**src/rtl/dit_pkg.sv**
```systemverilog
`timescale 1ns / 1ps

package dit_pkg;

    // Default width of the two down-counters.
    localparam int COUNTER_WIDTH = 16;

    // Fixed field widths.
    localparam int OP_W       = 2;
    localparam int ELAPSED_W  = 16;
    localparam int LATCH_W    = 16;
    localparam int OUT_CNT_W  = 16;
    localparam int SRC_W      = 2;
    localparam int FLAGS_W    = 2;
    localparam int CFG_IDX_W  = 3;
    localparam int CFG_DATA_W = 16;

    // Interrupt flag bit positions.
    localparam int OVF_BIT_A = 0;
    localparam int OVF_BIT_B = 1;

    // Opcodes of an input beat.
    localparam logic [OP_W-1:0] OP_ADVANCE = 2'd0;
    localparam logic [OP_W-1:0] OP_LOAD_A  = 2'd1;
    localparam logic [OP_W-1:0] OP_LOAD_B  = 2'd2;

    // Configuration register indexes.
    localparam logic [CFG_IDX_W-1:0] CFG_LATCH_A   = 3'd0;
    localparam logic [CFG_IDX_W-1:0] CFG_LATCH_B   = 3'd1;
    localparam logic [CFG_IDX_W-1:0] CFG_ONESHOT_A = 3'd2;
    localparam logic [CFG_IDX_W-1:0] CFG_ONESHOT_B = 3'd3;
    localparam logic [CFG_IDX_W-1:0] CFG_B_SOURCE  = 3'd4;

    // Timer B source codes at or above this value count timer A underflows.
    localparam logic [SRC_W-1:0] SRC_CASCADE = 2'd2;

    typedef enum logic {
        TMR_A = 1'b0,
        TMR_B = 1'b1
    } tmr_sel_t;

    typedef struct packed {
        logic     capture;
        logic     load_a;
        logic     load_b;
        logic     step;
        logic     reload;
        tmr_sel_t sel;
        logic     load_out;
    } dit_cmd_t;

    typedef struct packed {
        logic [OP_W-1:0] op;
        logic            need_div;
        logic            skip_b;
        logic            rem_done;
    } dit_status_t;

endpackage

```
**src/rtl/dit_rem.sv**
```systemverilog
`timescale 1ns / 1ps

module dit_rem (
    input  logic                        aclk,
    input  logic                        aresetn,
    input  logic                        start,
    input  logic [dit_pkg::LATCH_W-1:0] dividend,
    input  logic [dit_pkg::LATCH_W-1:0] divisor,
    output logic                        done,
    output logic [dit_pkg::LATCH_W-1:0] rem
);

    localparam int W     = dit_pkg::LATCH_W;
    localparam int CNT_W = $clog2(W + 1);

    logic [W-1:0]     r_reg;
    logic [W-1:0]     q_reg;
    logic [W-1:0]     d_reg;
    logic [CNT_W-1:0] cnt_reg;
    logic             done_reg;

    logic [W:0]   trial;
    logic         fits;
    logic [W-1:0] r_next;

    // One restoring step: bring in the next dividend bit, subtract if it fits.
    always_comb begin
        trial  = {r_reg, q_reg[W-1]};
        fits   = (trial >= {1'b0, d_reg});
        r_next = fits ? W'(trial - {1'b0, d_reg}) : W'(trial);
    end

    always_ff @(posedge aclk) begin
        if (!aresetn) begin
            cnt_reg  <= '0;
            done_reg <= 1'b0;
        end else begin
            done_reg <= 1'b0;
            if (start) begin
                cnt_reg <= CNT_W'(W);
            end else if (cnt_reg != '0) begin
                cnt_reg <= cnt_reg - CNT_W'(1);
                if (cnt_reg == CNT_W'(1)) begin
                    done_reg <= 1'b1;
                end
            end
        end
    end

    always_ff @(posedge aclk) begin
        if (start) begin
            r_reg <= '0;
            q_reg <= dividend;
            d_reg <= divisor;
        end else if (cnt_reg != '0) begin
            r_reg <= r_next;
            q_reg <= {q_reg[W-2:0], 1'b0};
        end
    end

    assign done = done_reg;
    assign rem  = r_reg;

endmodule

```
**src/rtl/dit_datapath.sv**
```systemverilog
`timescale 1ns / 1ps

module dit_datapath #(
    parameter int COUNTER_WIDTH = dit_pkg::COUNTER_WIDTH
) (
    input  logic                           aclk,
    input  logic                           aresetn,
    input  dit_pkg::dit_cmd_t              cmd,
    output dit_pkg::dit_status_t           status,
    input  logic                           cfg_we,
    input  logic [dit_pkg::CFG_IDX_W-1:0]  cfg_index,
    input  logic [dit_pkg::CFG_DATA_W-1:0] cfg_wdata,
    input  logic [dit_pkg::OP_W-1:0]       s_opcode,
    input  logic [dit_pkg::ELAPSED_W-1:0]  s_elapsed_a,
    input  logic [dit_pkg::ELAPSED_W-1:0]  s_elapsed_b,
    output logic [dit_pkg::OUT_CNT_W-1:0]  m_count_a,
    output logic [dit_pkg::OUT_CNT_W-1:0]  m_count_b,
    output logic                           m_run_a,
    output logic                           m_run_b,
    output logic                           m_underflow_a,
    output logic                           m_underflow_b,
    output logic [dit_pkg::FLAGS_W-1:0]    m_irq_flags
);

    localparam int W     = COUNTER_WIDTH;
    localparam int EW    = dit_pkg::ELAPSED_W;
    localparam int LW    = dit_pkg::LATCH_W;
    localparam int OW    = dit_pkg::OUT_CNT_W;
    localparam int CMP_W = (W > EW) ? W : EW;

    // Configuration.
    logic [LW-1:0]               latch_a_reg;
    logic [LW-1:0]               latch_b_reg;
    logic                        oneshot_a_reg;
    logic                        oneshot_b_reg;
    logic [dit_pkg::SRC_W-1:0]   src_reg;

    // Timer state.
    logic [W-1:0]                counter_a_reg;
    logic [W-1:0]                counter_b_reg;
    logic                        run_a_reg;
    logic                        run_b_reg;
    logic [dit_pkg::FLAGS_W-1:0] flags_reg;
    logic                        uf_a_reg;
    logic                        uf_b_reg;

    // Captured input beat.
    logic [dit_pkg::OP_W-1:0]    op_reg;
    logic [EW-1:0]               ea_reg;
    logic [EW-1:0]               eb_reg;

    // Output register.
    logic [OW-1:0]               out_count_a_reg;
    logic [OW-1:0]               out_count_b_reg;
    logic                        out_run_a_reg;
    logic                        out_run_b_reg;
    logic                        out_uf_a_reg;
    logic                        out_uf_b_reg;
    logic [dit_pkg::FLAGS_W-1:0] out_flags_reg;

    // Selected timer.
    logic          cascade;
    logic [W-1:0]  cur_count;
    logic          cur_run;
    logic [EW-1:0] cur_ticks;
    logic [LW-1:0] cur_latch;
    logic          cur_oneshot;
    logic [CMP_W-1:0] count_ext;
    logic [CMP_W-1:0] ticks_ext;
    logic          rest_pos;
    logic [W-1:0]  diff;
    logic [LW-1:0] deficit;
    logic          underflow;
    logic          need_div;
    logic [W-1:0]  reload_val;

    logic          rem_start;
    logic          rem_done;
    logic [LW-1:0] rem_val;

    always_comb begin
        cascade = (src_reg >= dit_pkg::SRC_CASCADE);
        if (cmd.sel == dit_pkg::TMR_A) begin
            cur_count   = counter_a_reg;
            cur_run     = run_a_reg;
            cur_ticks   = ea_reg;
            cur_latch   = latch_a_reg;
            cur_oneshot = oneshot_a_reg;
        end else begin
            cur_count   = counter_b_reg;
            cur_run     = run_b_reg;
            // In cascade, timer B sees one tick per timer A underflow.
            cur_ticks   = cascade ? EW'(1) : eb_reg;
            cur_latch   = latch_b_reg;
            cur_oneshot = oneshot_b_reg;
        end
        count_ext  = CMP_W'(cur_count);
        ticks_ext  = CMP_W'(cur_ticks);
        rest_pos   = (count_ext > ticks_ext);
        diff       = W'(count_ext - ticks_ext);
        // Only used when ticks >= count, so the deficit fits the tick width.
        deficit    = LW'(ticks_ext - count_ext);
        underflow  = cur_run && !rest_pos;
        need_div   = underflow && !cur_oneshot && (cur_latch != '0);
        reload_val = W'(cur_latch - rem_val);
    end

    assign rem_start = cmd.step && need_div;

    dit_rem u_rem (
        .aclk     (aclk),
        .aresetn  (aresetn),
        .start    (rem_start),
        .dividend (deficit),
        .divisor  (cur_latch),
        .done     (rem_done),
        .rem      (rem_val)
    );

    always_comb begin
        status.op       = op_reg;
        status.need_div = need_div;
        status.skip_b   = cascade && !uf_a_reg;
        status.rem_done = rem_done;
    end

    // Configuration registers.
    always_ff @(posedge aclk) begin
        if (!aresetn) begin
            latch_a_reg   <= '1;
            latch_b_reg   <= '1;
            oneshot_a_reg <= 1'b0;
            oneshot_b_reg <= 1'b0;
            src_reg       <= '0;
        end else if (cfg_we) begin
            case (cfg_index)
                dit_pkg::CFG_LATCH_A:   latch_a_reg   <= cfg_wdata[LW-1:0];
                dit_pkg::CFG_LATCH_B:   latch_b_reg   <= cfg_wdata[LW-1:0];
                dit_pkg::CFG_ONESHOT_A: oneshot_a_reg <= cfg_wdata[0];
                dit_pkg::CFG_ONESHOT_B: oneshot_b_reg <= cfg_wdata[0];
                dit_pkg::CFG_B_SOURCE:  src_reg       <= cfg_wdata[dit_pkg::SRC_W-1:0];
                default: ;
            endcase
        end
    end

    // Timer state.
    always_ff @(posedge aclk) begin
        if (!aresetn) begin
            counter_a_reg <= '0;
            counter_b_reg <= '0;
            run_a_reg     <= 1'b0;
            run_b_reg     <= 1'b0;
            flags_reg     <= '0;
            uf_a_reg      <= 1'b0;
            uf_b_reg      <= 1'b0;
        end else begin
            if (cmd.capture) begin
                uf_a_reg <= 1'b0;
                uf_b_reg <= 1'b0;
            end
            if (cmd.load_a) begin
                counter_a_reg <= W'(latch_a_reg);
                run_a_reg     <= 1'b1;
            end
            if (cmd.load_b) begin
                counter_b_reg <= W'(latch_b_reg);
                run_b_reg     <= 1'b1;
            end
            if (cmd.step && cur_run) begin
                if (rest_pos) begin
                    if (cmd.sel == dit_pkg::TMR_A) begin
                        counter_a_reg <= diff;
                    end else begin
                        counter_b_reg <= diff;
                    end
                end else begin
                    // A continuous reload with a nonzero latch is finished by
                    // the remainder unit; the other cases settle here.
                    if (cmd.sel == dit_pkg::TMR_A) begin
                        uf_a_reg                     <= 1'b1;
                        flags_reg[dit_pkg::OVF_BIT_A] <= 1'b1;
                        if (cur_oneshot) begin
                            run_a_reg     <= 1'b0;
                            counter_a_reg <= '0;
                        end else if (!need_div) begin
                            counter_a_reg <= '0;
                        end
                    end else begin
                        uf_b_reg                     <= 1'b1;
                        flags_reg[dit_pkg::OVF_BIT_B] <= 1'b1;
                        if (cur_oneshot) begin
                            run_b_reg     <= 1'b0;
                            counter_b_reg <= '0;
                        end else if (!need_div) begin
                            counter_b_reg <= '0;
                        end
                    end
                end
            end
            if (cmd.reload) begin
                if (cmd.sel == dit_pkg::TMR_A) begin
                    counter_a_reg <= reload_val;
                end else begin
                    counter_b_reg <= reload_val;
                end
            end
        end
    end

    // Input capture and output register.
    always_ff @(posedge aclk) begin
        if (cmd.capture) begin
            op_reg <= s_opcode;
            ea_reg <= s_elapsed_a;
            eb_reg <= s_elapsed_b;
        end
        if (cmd.load_out) begin
            out_count_a_reg <= OW'(counter_a_reg);
            out_count_b_reg <= OW'(counter_b_reg);
            out_run_a_reg   <= run_a_reg;
            out_run_b_reg   <= run_b_reg;
            out_uf_a_reg    <= uf_a_reg;
            out_uf_b_reg    <= uf_b_reg;
            out_flags_reg   <= flags_reg;
        end
    end

    assign m_count_a     = out_count_a_reg;
    assign m_count_b     = out_count_b_reg;
    assign m_run_a       = out_run_a_reg;
    assign m_run_b       = out_run_b_reg;
    assign m_underflow_a = out_uf_a_reg;
    assign m_underflow_b = out_uf_b_reg;
    assign m_irq_flags   = out_flags_reg;

endmodule

```
**src/rtl/dit_ctrl.sv**
```systemverilog
`timescale 1ns / 1ps

module dit_ctrl (
    input  logic                 aclk,
    input  logic                 aresetn,
    input  logic                 s_valid,
    output logic                 s_ready,
    output logic                 m_valid,
    input  logic                 m_ready,
    input  dit_pkg::dit_status_t status,
    output dit_pkg::dit_cmd_t    cmd
);

    typedef enum logic [2:0] {
        ST_IDLE,
        ST_DISPATCH,
        ST_STEP_A,
        ST_DIV_A,
        ST_STEP_B,
        ST_DIV_B,
        ST_FINISH
    } state_t;

    state_t state_reg;
    logic   s_ready_reg;
    logic   m_valid_reg;

    always_comb begin
        cmd          = '0;
        cmd.sel      = dit_pkg::TMR_A;
        case (state_reg)
            ST_IDLE: begin
                cmd.capture = s_valid && s_ready_reg;
            end
            ST_DISPATCH: begin
                cmd.load_a = (status.op == dit_pkg::OP_LOAD_A);
                cmd.load_b = (status.op == dit_pkg::OP_LOAD_B);
            end
            ST_STEP_A: begin
                cmd.step = 1'b1;
            end
            ST_DIV_A: begin
                cmd.reload = status.rem_done;
            end
            ST_STEP_B: begin
                cmd.sel  = dit_pkg::TMR_B;
                cmd.step = !status.skip_b;
            end
            ST_DIV_B: begin
                cmd.sel    = dit_pkg::TMR_B;
                cmd.reload = status.rem_done;
            end
            ST_FINISH: begin
                cmd.load_out = !m_valid_reg || m_ready;
            end
            default: ;
        endcase
    end

    always_ff @(posedge aclk) begin
        if (!aresetn) begin
            state_reg   <= ST_IDLE;
            s_ready_reg <= 1'b1;
            m_valid_reg <= 1'b0;
        end else begin
            if (m_valid_reg && m_ready) begin
                m_valid_reg <= 1'b0;
            end
            case (state_reg)
                ST_IDLE: begin
                    if (cmd.capture) begin
                        s_ready_reg <= 1'b0;
                        state_reg   <= ST_DISPATCH;
                    end
                end
                ST_DISPATCH: begin
                    if (status.op == dit_pkg::OP_ADVANCE) begin
                        state_reg <= ST_STEP_A;
                    end else begin
                        state_reg <= ST_FINISH;
                    end
                end
                ST_STEP_A: begin
                    state_reg <= status.need_div ? ST_DIV_A : ST_STEP_B;
                end
                ST_DIV_A: begin
                    if (status.rem_done) begin
                        state_reg <= ST_STEP_B;
                    end
                end
                ST_STEP_B: begin
                    if (!status.skip_b && status.need_div) begin
                        state_reg <= ST_DIV_B;
                    end else begin
                        state_reg <= ST_FINISH;
                    end
                end
                ST_DIV_B: begin
                    if (status.rem_done) begin
                        state_reg <= ST_FINISH;
                    end
                end
                ST_FINISH: begin
                    if (cmd.load_out) begin
                        m_valid_reg <= 1'b1;
                        s_ready_reg <= 1'b1;
                        state_reg   <= ST_IDLE;
                    end
                end
                default: begin
                    state_reg <= ST_IDLE;
                end
            endcase
        end
    end

    assign s_ready = s_ready_reg;
    assign m_valid = m_valid_reg;

endmodule

```
**src/rtl/dual_interval_timer_cascade.sv**
```systemverilog
`timescale 1ns / 1ps

// Channel   Direction  Handshake          Beat contents
// s_        in         s_valid / s_ready  opcode, elapsed_a, elapsed_b
// m_        out        m_valid / m_ready  count_a/b, run_a/b, underflow_a/b, irq_flags
// cfg_      in         cfg_we             cfg_index, cfg_wdata (no read-back)
//
// One input beat is worked on at a time. A load or unused opcode goes through dispatch
// and finish; m_valid rises and the next beat can be accepted once the output register
// is free. An advance steps timer A, then timer B (in cascade only on an A underflow);
// each continuous reload waits on the radix-2 remainder unit shared by both timers.
// Reset is synchronous to aclk and active low; it stops both timers and clears the
// flags. A stalled result waits in the output register while the next beat is
// accepted and worked on.

module dual_interval_timer_cascade #(
    parameter int COUNTER_WIDTH = dit_pkg::COUNTER_WIDTH
) (
    input  logic                           aclk,
    input  logic                           aresetn,
    input  logic                           s_valid,
    output logic                           s_ready,
    input  logic [dit_pkg::OP_W-1:0]       s_opcode,
    input  logic [dit_pkg::ELAPSED_W-1:0]  s_elapsed_a,
    input  logic [dit_pkg::ELAPSED_W-1:0]  s_elapsed_b,
    output logic                           m_valid,
    input  logic                           m_ready,
    output logic [dit_pkg::OUT_CNT_W-1:0]  m_count_a,
    output logic [dit_pkg::OUT_CNT_W-1:0]  m_count_b,
    output logic                           m_run_a,
    output logic                           m_run_b,
    output logic                           m_underflow_a,
    output logic                           m_underflow_b,
    output logic [dit_pkg::FLAGS_W-1:0]    m_irq_flags,
    input  logic                           cfg_we,
    input  logic [dit_pkg::CFG_IDX_W-1:0]  cfg_index,
    input  logic [dit_pkg::CFG_DATA_W-1:0] cfg_wdata
);

    dit_pkg::dit_cmd_t    cmd;
    dit_pkg::dit_status_t status;

    dit_ctrl u_ctrl (
        .aclk    (aclk),
        .aresetn (aresetn),
        .s_valid (s_valid),
        .s_ready (s_ready),
        .m_valid (m_valid),
        .m_ready (m_ready),
        .status  (status),
        .cmd     (cmd)
    );

    dit_datapath #(
        .COUNTER_WIDTH (COUNTER_WIDTH)
    ) u_datapath (
        .aclk          (aclk),
        .aresetn       (aresetn),
        .cmd           (cmd),
        .status        (status),
        .cfg_we        (cfg_we),
        .cfg_index     (cfg_index),
        .cfg_wdata     (cfg_wdata),
        .s_opcode      (s_opcode),
        .s_elapsed_a   (s_elapsed_a),
        .s_elapsed_b   (s_elapsed_b),
        .m_count_a     (m_count_a),
        .m_count_b     (m_count_b),
        .m_run_a       (m_run_a),
        .m_run_b       (m_run_b),
        .m_underflow_a (m_underflow_a),
        .m_underflow_b (m_underflow_b),
        .m_irq_flags   (m_irq_flags)
    );

    // Only one beat is in flight, so ready drops right after an acceptance.
    assert property (@(posedge aclk) disable iff (!aresetn)
        s_valid && s_ready |=> !s_ready)
        else $error("input accepted while a beat was still in flight");

    // An underflow reported in a result must be reflected in the sticky flags.
    assert property (@(posedge aclk) disable iff (!aresetn)
        m_valid && m_underflow_a |-> m_irq_flags[dit_pkg::OVF_BIT_A])
        else $error("timer A underflow without its sticky flag");

    assert property (@(posedge aclk) disable iff (!aresetn)
        m_valid && m_underflow_b |-> m_irq_flags[dit_pkg::OVF_BIT_B])
        else $error("timer B underflow without its sticky flag");

endmodule
```
**config.mk**
```make
export PLATFORM = sky130hd
export DESIGN_NAME = dual_interval_timer_cascade
export DESIGN_NICKNAME = d
export VERILOG_FILES = /design/src/rtl/dit_pkg.sv /design/src/rtl/dit_rem.sv /design/src/rtl/dit_datapath.sv /design/src/rtl/dit_ctrl.sv /design/src/rtl/dual_interval_timer_cascade.sv
export SDC_FILE = /design/constraint.sdc
export NUM_CORES = 1
export LEC_CHECK = 0
export BUFFER_PORTS_ARGS = -buffer_cell sky130_fd_sc_hd__buf_2
export CORE_MARGIN = 8
export CORE_UTILIZATION = 44
export CTS_CLUSTER_SIZE = 16
export DETAILED_ROUTE_END_ITERATION = 8
export PLACE_DENSITY = 0.66
export SLEW_MARGIN = 10
export SYNTH_ARGS = -nofsm -noshare
export SYNTH_HDL_FRONTEND = slang
export SYNTH_SLANG_ARGS = --single-unit
```
**constraint.sdc**
```tcl
create_clock -name aclk -period 6.45 [get_ports aclk]
set_input_delay 1.29 -clock aclk [delete_from_list [all_inputs] [get_ports aclk]]
set_output_delay 1.29 -clock aclk [all_outputs]
set_load 0.01 [all_outputs]
```
==> qor.yml <==
drive_gt1_frac: 0.124
slowest_delay_ns: 0.83
drc: 0
seq_area_um2: 5120
routed-via-count: 9828
synth_nets: 1407
crit_family: "simple AND/OR/NAND/NOR gates"
clk_pin_slew_ns: 0.06
critPathArrivalTime_ns: 5.11
drv_cap: 0
cts_tree: "built"
ys_top_cells_by_area: "edfxtp_1 (27%), dfxtp_1 (17%), nand2_1 (7.1%)"
h-tree-depth: 1
core_area_um2: 26100
grt_pass1_wl_um: 53400
yosysWarnings: 0
fin_crit_ns: 4.99
status: "finished clean"
cpMaxStageDelayCell: "nand2b_2"
crit_type: "reg -> reg"
ys_seq_elements: 204
vias_per_cell: 5.80
leakage_nw: 5.78
first_iter_violations: 793
ys_types: 76
grt_antenna_before_repair: 0
antenna_left: 0
gp_congestion: 0.925
ys_seq_area_frac: 0.437
syn-cell-area_um2: 11700
cts_made_buffers: 23
netlist_instances: 1280
die_area_um2: 32200
clock_path_buffers: 3
cts_root_buffer: "clkbuf_16"
post_drt_wl_per_cell_um: 20.2
fmax_mhz: 201
final_cell_mix: "nand2_1 (223), edfxtp_1 (104), dfxtp_1 (100), buf_2 (97), inv_1 (81)"
port_buffers: 97
power.density_nw_per_um2: 513
syn_avg_cell_area_um2: 9.17
fin_util: 0.508
multi_input_area_um2: 6000
clk_latency_ns: 0.53
period_share: 0.773
whs_ns: 0.427
die_w_um: 179
grtUsageTotal: 0.212
ys_async_sr_fraction: 0
grt_max_degree: 68
synthToLayoutAreaGrowth_pct: 13.2
finalHoldViolCount: 0
fp.dieH_um: 179
critPathRequiredTime_ns: 6.58
place_hpwl_um: 25500
ir_drop_uv: 346
synth_top_area_share: 0.266
worstSetupStartpointType: "register"
synth-main-ff-cell: "edfxtp_1"
worst_slew_pin_slew_ns: 1.20
ctsHoldBuffers: 0
slew_headroom: 0.200
setup_viol: 0
routed_wl_um: 34200
grt_pass1_vias: 9176
postCtsSetupRepairBufs: 0
cts-resized-gates: 0
tns_ns: 0
finClkSkew_ns: 0.0101
drv_slew: 0
fillers: 2449
layout_commonest_cell: "nand2_1"
first_pass_iters: 6
synth_area_leader_cell: "edfxtp_1"
cp_cell_sequence: "nand2b_2 > buf_4 > nand2_1 > nand2_1 > inv_1 > ha_1 > inv_1 > fa_1 > a211oi_2 > o211ai_2 > a21oi_2 > a211o_4 > nand2_4 > nand2_1"
crit_buf_inv: 3
start_util: 0.449
overflow: 0
grt_setup_unrepaired: "no"
numClockSinks: 204
worstPathMaxFanout: 50
rows: 59
io_pins: 98
critPathMostFrequentCell: "nand2_1"
end_kind: "register"
worstHoldPathType: "reg -> reg"
synth_edf_count: 104
nNetsFinal: 1469
[Yosys cell counts, types with 8 or more instances]
library cell and number:
dfxtp_1 100, a31oi_1 10, edfxtp_1 104, a21o_1 10, nand4_1 17, ha_1 65, o21ai_0 72, nor4_1 11
nand3_1 49, and2_1 9, o21a_1 11, nor3_1 16, and3_1 18, mux2i_1 50, buf_2 15, nand2_1 223
a21oi_1 61, o221ai_1 13, o21ai_1 16, nor2b_1 12, xor2_1 18, clkbuf_1 39, xnor2_1 28, a2bb2oi_1 8
nor2_1 58, nand2b_1 27, o211ai_1 11, buf_4 9, inv_1 81
[final timing paths]
kind | start | slack [ns] | cells past startpoint | end
max | u_ctrl.state_reg[1]$_SDFFE_PN0P_ | 1.46 | 14 | u_datapath.u_rem.q_reg[10]$_DFFE_PP_
min | u_datapath.flags_reg[1]$_SDFFE_PN0P_ | 0.43 | 0 | u_datapath.m_irq_flags[1]$_DFFE_PP_
max reg2reg | u_ctrl.state_reg[1]$_SDFFE_PN0P_ | 1.46 | 14 | u_datapath.u_rem.q_reg[10]$_DFFE_PP_
min reg2reg | u_datapath.flags_reg[1]$_SDFFE_PN0P_ | 0.43 | 0 | u_datapath.m_irq_flags[1]$_DFFE_PP_
[metal layers]
layer  share of wire  track usage  vias up  wire, um
met3           0.064       0.0300       78      2200
met2            0.44        0.328      383     15200
met5               0            0        -         0
met1            0.45        0.294     4665     15400
li1                -            -     4702         -
met4           0.041       0.0871        0      1400
[final cells by class]
class                           count  share of cell area
Tap cell                          335              0.0316
Clock buffer                       26              0.0473
Clock inverter                     16              0.0193
Inverter                           82              0.0234
Timing Repair Buffer              104              0.0405
Multi-Input combinational cell    927               0.452
Sequential cell                   204               0.386
Antenna cell                        1            0.000188
[logic make-up after synthesis]
family / count (synthesis) / share of synthesized area
simple gates: 468 / 0.187
mux: 51 / 0.0436
xor+xnor: 47 / 0.0362
flops: 204 / 0.437
buf+inv: 149 / 0.0530
fa+ha+maj: 69 / 0.0761
compound gates: 292 / 0.168
[worst register-to-register path, delay by kind of cell (launching register included)]
family	cells	cell delay [ns]
buffers and inverters	3	0.51
AND/OR/NAND/NOR	5	1.98
adder cells (fa/ha/maj)	2	0.46
AO/OA/AOI/OAI	4	0.93
flip-flops	1	0.71
[power by group]
part           leakage, nW  internal (mW)  switching, mW  total [mW]
clock                0.422          0.947          0.556        1.50
sequential            1.79           1.70          0.227        1.93
combinational         3.57           1.24           2.14        3.39
total                 5.78           3.89           2.92        6.82
[metrics by stage]
step	instances	area (um2)	power, mW	worst slack (ns)
2_1_floorplan	1280	11700	4.38	2.51
3_3_place_gp	1652	12400	5.20	1.70
3_5_place_dp	1652	12400	5.24	1.54
4_1_cts	1694	13300	6.77	1.51
5_1_grt	1694	13300	7.25	1.10
6_report	1695	13300	6.82	1.46
Power figures use the tool's default switching activity.
